<file path="src/sv/c3d_pkg.sv">
// ============================================================================
// c3d_pkg: shared constants of the three-body state derivative core
// Register indexes, register widths and register reset values.
// ============================================================================
`default_nettype none

package c3d_pkg;

    localparam int REG_FRAC      = 24;  // fraction bits of the register values
    localparam int MU_BITS       = 24;
    localparam int PX_BITS       = 32;
    localparam int CFG_IDX_BITS  = 8;
    localparam int CFG_DATA_BITS = 32;

    localparam logic [CFG_IDX_BITS-1:0] CFG_MASS_RATIO    = 8'd0;
    localparam logic [CFG_IDX_BITS-1:0] CFG_PRIMARY_ONE_X = 8'd1;
    localparam logic [CFG_IDX_BITS-1:0] CFG_PRIMARY_TWO_X = 8'd2;
    localparam logic [CFG_IDX_BITS-1:0] CFG_SPATIAL_MODE  = 8'd3;

    localparam logic [MU_BITS-1:0] MU_RST = 24'd203843;
    localparam logic [PX_BITS-1:0] P1_RST = 32'hFFFC_E3BD;  // minus the mass ratio
    localparam logic [PX_BITS-1:0] P2_RST = 32'd16573373;
    localparam logic               SP_RST = 1'b1;

endpackage

`default_nettype wire

</file>
<file path="src/sv/c3d_front.sv">
// ============================================================================
// c3d_front: item intake and preparation
// Rescales the registers, applies planar mode, forms the primary offsets and
// queues the prepared item for the arithmetic pipeline.
// ============================================================================
`default_nettype none

module c3d_front
    import c3d_pkg::*;
#(
    parameter int WORD_BITS = 32,
    parameter int FRAC_BITS = 24
) (
    input  wire logic                        i_clk,
    input  wire logic                        i_rst_n,
    input  wire logic                        i_start,
    output logic                             o_busy,
    input  wire logic signed [WORD_BITS-1:0] i_pos_x,
    input  wire logic signed [WORD_BITS-1:0] i_pos_y,
    input  wire logic signed [WORD_BITS-1:0] i_pos_z,
    input  wire logic signed [WORD_BITS-1:0] i_vel_x_in,
    input  wire logic signed [WORD_BITS-1:0] i_vel_y_in,
    input  wire logic signed [WORD_BITS-1:0] i_vel_z_in,
    input  wire logic [MU_BITS-1:0]          i_mass_ratio,
    input  wire logic [PX_BITS-1:0]          i_primary_one_x,
    input  wire logic [PX_BITS-1:0]          i_primary_two_x,
    input  wire logic                        i_spatial_mode,
    output logic                             o_q_valid,
    output logic [10*WORD_BITS:0]            o_q_data,
    input  wire logic                        i_q_pop
);

    localparam int W   = WORD_BITS;
    localparam int F   = FRAC_BITS;
    localparam int EW  = W + 44;
    localparam int LSH = (F >= REG_FRAC) ? (F - REG_FRAC) : 0;
    localparam int RSH = (F <  REG_FRAC) ? (REG_FRAC - F) : 0;
    localparam int QD  = 4;
    localparam int QA  = $clog2(QD);

    localparam logic signed [EW-1:0] SMAX_E = {{(EW-W+1){1'b0}}, {(W-1){1'b1}}};
    localparam logic signed [EW-1:0] SMIN_E = ~SMAX_E;
    localparam logic signed [EW-1:0] ONE_E  = EW'(1) <<< F;

    typedef struct packed {
        logic signed [W-1:0] x;
        logic signed [W-1:0] y;
        logic signed [W-1:0] z;
        logic signed [W-1:0] vx;
        logic signed [W-1:0] vy;
        logic signed [W-1:0] vz;
        logic signed [W-1:0] dx1;
        logic signed [W-1:0] dx2;
        logic signed [W-1:0] mu;
        logic signed [W-1:0] om;
        logic                sp;
    } t_item;

    function automatic logic signed [W-1:0] sat_e(input logic signed [EW-1:0] v);
        if (v > SMAX_E) begin
            return SMAX_E[W-1:0];
        end else if (v < SMIN_E) begin
            return SMIN_E[W-1:0];
        end
        return v[W-1:0];
    endfunction

    // left shift is exact, arithmetic right shift floors
    function automatic logic signed [W-1:0] rescale(input logic signed [EW-1:0] v);
        return sat_e((v <<< LSH) >>> RSH);
    endfunction

    logic signed [W-1:0] s_mu;
    logic signed [W-1:0] s_p1;
    logic signed [W-1:0] s_p2;
    t_item               s_item;
    logic                s_push;

    logic [$bits(t_item)-1:0] r_q_mem [QD];
    logic [QA-1:0]            r_wp;
    logic [QA-1:0]            r_rp;
    logic [QA:0]              r_cnt;
    logic [QA:0]              n_cnt;

    always_comb begin
        s_mu = rescale(EW'($signed({1'b0, i_mass_ratio})));
        s_p1 = rescale(EW'($signed(i_primary_one_x)));
        s_p2 = rescale(EW'($signed(i_primary_two_x)));

        s_item.sp  = i_spatial_mode;
        s_item.x   = i_pos_x;
        s_item.y   = i_pos_y;
        s_item.z   = i_spatial_mode ? i_pos_z : '0;
        s_item.vx  = i_vel_x_in;
        s_item.vy  = i_vel_y_in;
        s_item.vz  = i_spatial_mode ? i_vel_z_in : '0;
        s_item.dx1 = sat_e(EW'(i_pos_x) - EW'(s_p1));
        s_item.dx2 = sat_e(EW'(i_pos_x) - EW'(s_p2));
        s_item.mu  = s_mu;
        s_item.om  = sat_e(ONE_E - EW'(s_mu));
    end

    assign o_busy    = (r_cnt == (QA+1)'(QD));
    assign s_push    = i_start && !o_busy;
    assign o_q_valid = (r_cnt != '0);
    assign o_q_data  = r_q_mem[r_rp];

    always_comb begin
        n_cnt = r_cnt;
        if (s_push && !(i_q_pop && o_q_valid)) begin
            n_cnt = r_cnt + 1'b1;
        end else if (!s_push && i_q_pop && o_q_valid) begin
            n_cnt = r_cnt - 1'b1;
        end
    end

    always_ff @(posedge i_clk) begin
        if (!i_rst_n) begin
            r_wp  <= '0;
            r_rp  <= '0;
            r_cnt <= '0;
        end else begin
            r_cnt <= n_cnt;
            if (s_push) begin
                r_wp <= r_wp + 1'b1;
            end
            if (i_q_pop && o_q_valid) begin
                r_rp <= r_rp + 1'b1;
            end
        end
    end

    always_ff @(posedge i_clk) begin
        if (s_push) begin
            r_q_mem[r_wp] <= s_item;
        end
    end

endmodule

`default_nettype wire

</file>
<file path="config.mk">
export PLATFORM = sky130hd
export DESIGN_NAME = c3d_front
export DESIGN_NICKNAME = d
export VERILOG_FILES = /design/src/sv/c3d_pkg.sv /design/src/sv/c3d_front.sv
export SDC_FILE = /design/constraint.sdc
export NUM_CORES = 1
export LEC_CHECK = 0
export BUFFER_PORTS_ARGS = -buffer_cell sky130_fd_sc_hd__buf_2
export CORE_ASPECT_RATIO = 1.4
export CORE_MARGIN = 4
export CORE_UTILIZATION = 44
export DETAILED_ROUTE_END_ITERATION = 12
export GPL_TIMING_DRIVEN = 0
export PLACE_DENSITY = 0.76
export REMOVE_ABC_BUFFERS = 1
export SYNTH_ARGS = -nofsm -noshare
export SYNTH_HDL_FRONTEND = slang
export SYNTH_SLANG_ARGS = --single-unit
</file>
<file path="constraint.sdc">
create_clock -name i_clk -period 8.3 [get_ports i_clk]
set_input_delay 0.415 -clock i_clk [delete_from_list [all_inputs] [get_ports i_clk]]
set_output_delay 0.415 -clock i_clk [all_outputs]
set_load 0.05 [all_outputs]
</file>
## After elaboration in Yosys (flattened, before gate mapping)

Memories as Yosys holds them, arrays and structs flattened. A register that Yosys moved wholly into a read port is not among the register bits.
Cells that the tools add are included.

- Mux-type cells: 38
- Reductions and logical operators: 10
- Eq/ne operators: 1
- Add/subtract/negate cells: 7
- Order comparisons: 12

Operators with widths:

| kind | count |
|---|---|
| 2-to-1 mux 32 bit | 20 |
| greater-than comparator 33 x 32 -> 1 bit (second input constant) | 3 |
| less-than comparator 33 x 32 -> 1 bit (second input constant) | 3 |
| subtractor 32 x 32 -> 33 bit | 2 |
| greater-than comparator 32 bit (second input constant) | 2 |
| less-than comparator 32 bit (second input constant) | 2 |
| subtractor 26 x 32 -> 33 bit (first input constant) | 1 |
| less-than comparator 25 x 32 -> 1 bit (second input constant) | 1 |
| greater-than comparator 24 x 31 -> 1 bit (second input constant) | 1 |
| 2-to-1 mux 1 bit | 14 |
| 2-to-1 mux 3 bit | 2 |
| logical AND 1 bit | 5 |
| adder 2 x 1 -> 2 bit (second input constant) | 2 |
| 2-to-1 mux 2 bit | 2 |
| adder 3 x 1 -> 3 bit (second input constant) | 1 |
| equality test 3 bit (second input constant) | 1 |
| zero test 1 bit | 3 |
| nonzero test 3 bit | 1 |
| subtractor 3 x 1 -> 3 bit (second input constant) | 1 |
| nonzero test 2 bit | 1 |

- Memories: 1
- Input bits: 285
- Register bits: 7
- Output and inout port bits: 323
- Word-level logic and storage cells: 72
- RAM bits: 1,284

Memory list:

| memory | words | width | read ports | clocked after memory_dff | write ports | RTL line | RTL |
|---|---|---|---|---|---|---|---|
| r_q_mem | 4 | 321 | 1 | 1 | 1 | c3d_front.sv:79 | `logic [$bits(t_item)-1:0] r_q_mem [QD];` |

## Longest topological paths before layout

Gate-level depths: netlist (run 1).

- Depth after elaboration: 9
- Gate-level depth with buffers: 14
- Depth with buffers taken out: 12

## Worst setup path before layout (run 1)

OpenSTA, ideal clock, no wires.

- Kind: register to register
- Start: register r_cnt[0]
- End: memory r_q_mem[2][0] in the netlist's numbering (enable)
- Stages on the path, launching flop included: 5
- Path slack: -0.447 ns
- Period minus slack after synthesis: 8.747 ns
- Library setup time: 0.706 ns
- Arrival: 8.042 ns
- Path buffers: 1
- Path through: dfxtp_1 -> nor3b_1 -> nor2b_1 -> clkbuf_1 -> and2_1

- Longest elaborated chain between the ends: 5

RTL lines:

| item | RTL line | RTL |
|---|---|---|
| start, declared | c3d_front.sv:82 | `logic [QA:0] r_cnt;` |
| start signal, assigned | c3d_front.sv:123 | `r_cnt <= n_cnt;` |
| equality test 3 bit | c3d_front.sv:103 | `assign o_busy = (r_cnt == (QA+1)'(QD));` |
| named net o_busy | c3d_front.sv:17 | `output logic o_busy,` |
| zero test 1 bit | c3d_front.sv:104 | `assign s_push = i_start && !o_busy;` |
| logical AND 1 bit | c3d_front.sv:104 |  |
| 2-to-1 mux 1 bit | c3d_front.sv:134 | `if (s_push) begin` |
| 2-to-1 mux 1 bit (not written as such) | c3d_front.sv:135 | `r_q_mem[r_wp] <= s_item;` |
| end, declared | c3d_front.sv:79 |  |

The timed path passes the listed nets, and every way through them passes these cells.

==> impl_metrics.py, run 1 <==
metrics = {
    "worst_setup_path": {
        "slowest_stage": "dfxtp_4",
        "critPathMaxStageDelay_ps": 780,
        "crit_top_cell": "buf_16",
        "critPathMaxFanout": 38,
        "cp-end-kind": "output pin",
        "start_kind": "register",
        "critPathKind": "register to output pin",
        "path_cells": "buf_16 -> buf_16 -> buf_16 -> buf_16 -> mux4_2 -> buf_2",
        "cp.arrival_ps": 3650,
        "worstPathRequired_ps": 7890,
    },
    "detailed_routing": {
        "viasPerCell": 5.47,
        "drt_iter0_markers": 2403,
        "routed_wl_um": 119000,
        "drc_errors": 0,
        "via_count": 26165,
        "ant_nets": 0,
        "post_drt_wl_per_cell_um": 24.8,
        "firstDrtPassIters": 5,
    },
    "timing": {
        "setup_viol": 0,
        "finalCritPeriodShare": 0.490,
        "finalHoldViolations": 0,
        "rsz0062_at_grt": "false",
        "finalMaxSlewViolations": 0,
        "worstMarginPinSlew_ps": 1230,
        "skew_ps": 62.7,
        "fin_setup_tns_ps": 0,
        "min_period_ps": 4060,
        "layout_setup_ws_ps": 4240,
        "max_freq_ghz": 0.246,
        "slew_headroom": 0.177,
    },
    "floorplan": {
        "die_area_mm2": 0.118,
        "die_w_um": 292,
        "core_mm2": 0.112,
        "io_pins": 608,
        "start_util": 0.444,
        "std_cell_rows": 145,
        "die_y_um": 405,
    },
    "placed_design": {
        "numPortBuffers": 592,
        "gp_congestion": 0.901,
        "dp_slack_ps": 3720,
        "placed_cell_area_mm2": 0.0549,
        "dp.final_hpwl_um": 79100,
    },
    "synthesis": {
        "synthArstFlopShare": 0,
        "yosysWarnings": 0,
        "synthTopCellsByCount": "edfxtp_1, mux4_2, inv_1",
        "ys.flop_type": "edfxtp_1",
        "synth_edf_count": 1220,
        "syn-cell-area_mm2": 0.0496,
        "synth_cells": 2432,
        "syn_avg_cell_area_um2": 20.4,
        "yosys.area.top_type_share": 0.739,
        "synth.distinct_cells": 78,
        "synth_most_common_cell": "edfxtp_1",
        "yosysSeqAreaShare": 0.742,
        "synth_area_leader_cell": "edfxtp_1",
        "ys_top_cells_by_area": "edfxtp_1, mux4_2, ha_1",
        "ys_ff_latch": 1229,
    },
    "clock_tree": {
        "cts_max_path_buffers": 3,
        "cts_sinks": 1229,
        "htreeDepth": 3,
        "cts_root_buf": "clkbuf_16",
        "ctsResizeCount": 0,
        "clk_latency_ps": 730,
        "clk_pin_slew_ps": 70,
        "cts_tree": "built",
        "cts_buffers": 111,
    },
    "min_path": {
        "hp-class": "input pin to register",
    },
    "run_status": {
        "status": "finished, final reports clean",
    },
    "cells_and_area": {
        "nets": 3561,
        "drive_above_1_share": 0.357,
        "syn2layout_area_growth_pct": 21.3,
        "fin_area_mm2": 0.0602,
    },
    "power_and_ir_drop": {
        "cellLeakagePower_nw": 20.6,
        "p_per_area_mw_per_mm2": 340,
        "power_w": 0.0205,
        "ir_worst_vdd_v": 0.000317,
    },
    "global_route": {
        "grt_pass1_vias": 27334,
        "grt_pass1_wl_um": 177000,
        "grt_overflow_total": 0,
        "antenna_found_initial": 22,
        "grt_use_total": 0.198,
        "grt_max_degree": 69,
    },
    "flow_run": {
        "drv_cap": 0,
    },
}
-- flip-flops by register name, indices dropped and copies added (netlist names), named ones only --
register  count
r_q_mem    1220
r_rp          2
r_cnt         3
r_wp          2
-- area by class of cell --
type                    instances  area (µm²)
flip-flops and latches       1229       36800
multi-input cells            1002       11900
repair buffers                773        5440
clock buffers                 129        2850
clock inverters                78         953
fillers                      8622       51600
inverters                      87         327
diodes                         15        37.5
well taps                    1470        1840
-- what timing repair did --
action | 4_1_cts | 5_1_grt
hold buffers | 142 | 0
endpoints found under the hold margin | 564 | 0
setup buffers | 0 | 0
-- stage by stage --
step / hold slack [ps] / instances / util
2_1_floorplan: 514 / 2318 / -
6_report: 57.1 / 4783 / 0.538
3_3_place_gp: 537 / 4380 / 0.482
3_5_place_dp: 548 / 4419 / 0.491
5_1_grt: 13.3 / 4774 / 0.538
4_1_cts: 0.357 / 4768 / 0.538
-- path summary, 6_finish.rpt --
path / slack, ps / endpoint / startpoint / cells past startpoint
min reg2reg: 560 / r_wp[1]$_SDFFE_PN0P_ / r_wp[1]$_SDFFE_PN0P_ / 2
max: 4240 / o_q_data[36] / register / 6
min: 60 / r_q_mem[2][289]$_DFFE_PP_ / i_pos_x[0] / 1
max reg2reg: 4800 / r_q_mem[1][139]$_DFFE_PP_ / r_cnt[0]$_SDFFE_PN0P_ / 6
-- worst max-delay path, delay by kind of cell, from the launching register on --
family | cells | cell delay [ps]
buffers and inverters | 5 | 1460
flip-flops | 1 | 780
multiplexers | 1 | 580
-- cell families (layout without fill, tap and decap cells) --
kind of cell,Yosys count,count (layout),share of synthesized area
flip-flops,1229,1229,0.742
multiplexers,308,308,0.139
other,1,30,0.0000756
AND/OR/NAND/NOR,264,264,0.0292
buffers and inverters,215,1067,0.0193
adder cells (fa/ha/maj),76,76,0.0194
XOR/XNOR,82,82,0.0145
AO/OA/AOI/OAI,257,257,0.0363
-- placed cells by master, fill, tap and decap left out, types with 8 or more instances in the layout --
master	n
a21o_1	22
clkbuf_1	18
nor2b_1	8
dlygate4sd3_1	142
diode_2	15
clkinv_2	23
o21bai_1	10
xor2_1	31
bufinv_16	15
buf_16	37
ha_1	69
o21ai_2	13
a211oi_1	10
and2_1	73
nor2_1	40
buf_2	592
xnor2_1	51
clkinv_1	16
edfxtp_1	1220
o21ai_0	47
clkbuf_16	111
o211ai_1	9
inv_1	87
nand2_1	48
nand4_1	17
conb_1	15
inv_6	8
a21oi_1	70
nand3_1	12
a21oi_2	23
mux4_2	305
nor3_1	18
-- report_power, final --
part,switching (W),internal (W),total (W)
clock network,0.00228,0.00296,0.00524
logic,0.00505,0.00217,0.00722
registers,0.000227,0.00777,0.00800
total,0.00756,0.0129,0.0205
-- routing by layer --
metal,wire length [µm],GRT usage,share of wire,up-vias
met1,44500,0.247,0.37,13422
met2,60700,0.340,0.51,1071
met4,3840,0.0710,0.032,4
met5,27,0,0.00023,-
li1,-,-,-,11472
met3,9730,0.0478,0.082,196
Power figures use the tool's default switching activity.
==> run 2: changes to the inputs <==
--- a/config.mk
+++ b/config.mk
@@ -5,13 +5,14 @@
 export SDC_FILE = /design/constraint.sdc
 export NUM_CORES = 1
 export LEC_CHECK = 0
+export ABC_AREA = 1
 export BUFFER_PORTS_ARGS = -buffer_cell sky130_fd_sc_hd__buf_2
 export CORE_ASPECT_RATIO = 1.4
 export CORE_MARGIN = 4
 export CORE_UTILIZATION = 44
 export DETAILED_ROUTE_END_ITERATION = 12
 export GPL_TIMING_DRIVEN = 0
-export PLACE_DENSITY = 0.76
+export PLACE_DENSITY = 0.75
 export REMOVE_ABC_BUFFERS = 1
 export SYNTH_ARGS = -nofsm -noshare
 export SYNTH_HDL_FRONTEND = slang
==> constraint.sdc (replaced) <==
create_clock -name i_clk -period 3.3 [get_ports i_clk]
set_input_delay 0.165 -clock i_clk [delete_from_list [all_inputs] [get_ports i_clk]]
set_output_delay 0.165 -clock i_clk [all_outputs]
set_load 0.05 [all_outputs]
==> run 2 against run 1 <==
Against the previous run:
- area after synthesis grew 3.2%
- utilization grew 0.97 points
- combinational power grew to 2.6 times the previous value
- sequential share of layout area shrank 2.8 points
- count of clock-buffer cells in the layout fell by 3
- clock skew decreased by 13 ps
- global-route usage is 3.7 points higher
- clock power rose by 140%
- routed wire length up 27%
- design area up 4.9%
- worst setup slack got worse by 4100 ps
- largest power group unchanged
- final cell count increased by 39%
==> impl_metrics.py, run 2 <==
metrics = {
    "detailed_routing": {
        "firstDrtPassIters": 6,
        "post_drt_wl_per_cell_um": 22.8,
        "viasPerCell": 5.55,
        "drc_errors": 0,
        "routed_wl_um": 151000,
        "drt_iter0_markers": 3165,
        "via_count": 36895,
        "ant_nets": 0,
    },
    "worst_setup_path": {
        "critPathTopFamily": "buffers and inverters",
        "cp-end-kind": "output pin",
        "critPathKind": "register to output pin",
        "reg2reg_depth": 9,
        "critPathMaxFanout": 55,
        "r2r-start": "r_cnt[0]$_SDFFE_PN0P_",
        "path_buf_inv": 5,
        "rrSetupSlack_ps": 150,
        "cp.arrival_ps": 3000,
        "r2r_end": "r_q_mem[2][284]$_DFFE_PP_",
        "critPathMaxStageDelay_ps": 430,
        "slowest_stage": "dfxtp_4",
        "worstPathRequired_ps": 3130,
        "start_kind": "register",
        "path_cells": "buf_16 -> buf_12 -> buf_16 -> buf_12 -> o21ai_0 -> o22ai_1 -> buf_4",
    },
    "cells_and_area": {
        "largest_reg_flops": 1220,
        "layoutNonFillerInstCount": 6642,
        "reg_top3": "r_q_mem x1220, r_cnt x3",
        "nets": 5399,
        "n_fill_cell": 9115,
        "drive_above_1_share": 0.174,
        "top_register": "r_q_mem",
        "final_core_util": 0.548,
        "mostFrequentLayoutCells": "edfxtp_1, nor2_1, o21ai_0, buf_2, nand2_1",
        "layout_commonest_cell": "edfxtp_1",
        "fin_area_mm2": 0.0631,
        "syn2layout_area_growth_pct": 23.2,
    },
    "floorplan": {
        "io_pins": 608,
        "core_mm2": 0.115,
        "die_w_um": 296,
        "std_cell_rows": 147,
        "die_area_mm2": 0.122,
        "die_y_um": 412,
        "start_util": 0.445,
    },
    "placed_design": {
        "placed_cell_area_mm2": 0.0568,
        "dpl.cell_count": 6172,
        "gp_congestion": 0.952,
        "dp.final_hpwl_um": 94600,
        "numPortBuffers": 592,
        "dp_slack_ps": -779,
    },
    "power_and_ir_drop": {
        "p_seq_frac": 0.385,
        "p_per_area_mw_per_mm2": 813,
        "power_frac_comb": 0.371,
        "p_switching_w": 0.0209,
        "p_sw_frac": 0.408,
        "p_int_w": 0.0304,
        "ir_worst_vdd_v": 0.000957,
        "clockPowerShare": 0.244,
        "cellLeakagePower_nw": 23.9,
    },
    "synthesis": {
        "synthTopCellsByCount": "edfxtp_1, nor2_1, o21ai_0",
        "syn_avg_cell_area_um2": 12.1,
        "yosysWarnings": 0,
        "synth.distinct_cells": 42,
        "yosys.area.top_type_share": 0.715,
        "ys_ff_latch": 1229,
        "synth_area_leader_cell": "edfxtp_1",
        "ys_top_cells_by_area": "edfxtp_1, o21ai_0, nor2_1",
        "synth_cells": 4242,
        "syn-cell-area_mm2": 0.0512,
        "ys.flop_type": "edfxtp_1",
        "yosysSeqAreaShare": 0.719,
        "synth_most_common_cell": "edfxtp_1",
        "synth_edf_count": 1220,
        "synthArstFlopShare": 0,
    },
    "timing": {
        "setup_viol": 0,
        "finalHoldViolations": 0,
        "worstMarginPinSlew_ps": 788,
        "rsz0062_at_grt": "true",
        "layout_setup_ws_ps": 135,
        "finalCritPeriodShare": 0.959,
        "min_period_ps": 3170,
        "finalMaxSlewViolations": 0,
        "skew_ps": 49.7,
        "max_freq_ghz": 0.316,
        "slew_headroom": 0.469,
    },
    "clock_tree": {
        "cts_tree": "built",
        "cts_sinks": 1229,
        "htreeDepth": 3,
        "cts_max_path_buffers": 3,
        "cts_buffers": 112,
        "clk_pin_slew_ps": 70,
        "clk_latency_ps": 710,
        "cts_root_buf": "clkbuf_16",
    },
    "global_route": {
        "grt_use_total": 0.235,
        "grt_max_degree": 111,
        "antenna_found_initial": 22,
        "grt_pass1_wl_um": 219000,
        "grt_overflow_total": 0,
        "grt_pass1_vias": 36269,
    },
    "min_path": {
        "hold_end": "r_q_mem[2][98]$_DFFE_PP_",
        "hp-class": "input pin to register",
        "holdPathStages": 4,
        "min-delay-start": "i_primary_one_x[1]",
    },
    "run_status": {
        "status": "finished, final reports clean",
    },
    "flow_run": {
        "drv_cap": 0,
    },
}
[run 2: power by group through the flow]
| stage | combinational, W | clock (W) | sequential, W |
|---|---|---|---|
| CTS | 0.0188 | 0.0127 | 0.0197 |
| finish | 0.0190 | 0.0125 | 0.0197 |
| global placement | 0.00973 | 0 | 0.0204 |
| detailed placement | 0.0179 | 0 | 0.0201 |
| global route | 0.0201 | 0.0134 | 0.0198 |
| floorplan | 0.00886 | 0 | 0.0206 |
[run 2: logic make-up (layout without fill, tap and decap cells)]
kind of cell | Yosys count | after routing | synth area share
AND/OR/NAND/NOR | 1288 | 1290 | 0.0998
XOR/XNOR | 57 | 57 | 0.00975
buffers and inverters | 524 | 1403 | 0.0402
adder cells (fa/ha/maj) | 72 | 72 | 0.0180
AO/OA/AOI/OAI | 1071 | 1071 | 0.113
other | 1 | 30 | 0.0000732
flip-flops | 1229 | 1229 | 0.719
[run 2: through the flow]
stage               TNS, ps  total power (W)  hold slack (ps)
floorplan                 -           0.0294              264
global placement          -           0.0301              376
detailed placement   -72950           0.0380              379
CTS                       0           0.0512             67.7
global route          -1590           0.0533              120
finish                    0           0.0513              124
[run 2: cell type report]
type | instances | area, µm² | share of cell area
repair inverters | 1 | 8.76 | 0.000139
inverters | 286 | 1110 | 0.0175
repair buffers | 907 | 7200 | 0.114
well taps | 1490 | 1860 | 0.0295
clock inverters | 83 | 712 | 0.0113
diodes | 15 | 37.5 | 0.000595
multi-input cells | 2505 | 12500 | 0.198
flip-flops and latches | 1229 | 36800 | 0.583
clock buffers | 126 | 2860 | 0.0452
[run 2: worst max-delay path by stage]
stage / end / depth (start not counted) / from
after CTS: r_q_mem[1][25]$_DFFE_PP_ / 10 / r_cnt[0]$_SDFFE_PN0P_
final: o_q_data[203] / 7 / register
after global routing: r_q_mem[0][4]$_DFFE_PP_ / 9 / r_cnt[0]$_SDFFE_PN0P_
after detailed placement: r_q_mem[0][88]$_DFFE_PP_ / 16 / i_pos_x[0]
after floorplan: o_q_data[1] / 3 / register
after global placement: o_q_data[33] / 4 / register
[run 2: worst register-to-register path: stages (launching register included)]
cell and delay (ps):
dfxtp_1 440, nor3_1 110, nor2_1 190, inv_1 290, nor2_4 520, buf_12 290, buf_12 240, buf_12 240
buf_12 240, buf_12 240
[run 2: metal layers]
metal  GRT usage  vias to the layer above  share of wire
li1            -                    16829              -
met1       0.276                    17920           0.36
met2       0.405                     1824           0.50
met3      0.0709                      314           0.10
met4      0.0893                        8          0.037
met5           0                        -        0.00037
[run 2: timing repair]
item | 4_1_cts | 5_1_grt
pin swaps | 0 | 4
endpoints found under the setup margin | 293 | 386
cloned | 7 | 5
setup buffers | 6 | 5
endpoints found under the hold margin | 968 | 0
gates resized for setup | 9 | 14
hold buffers | 223 | 0
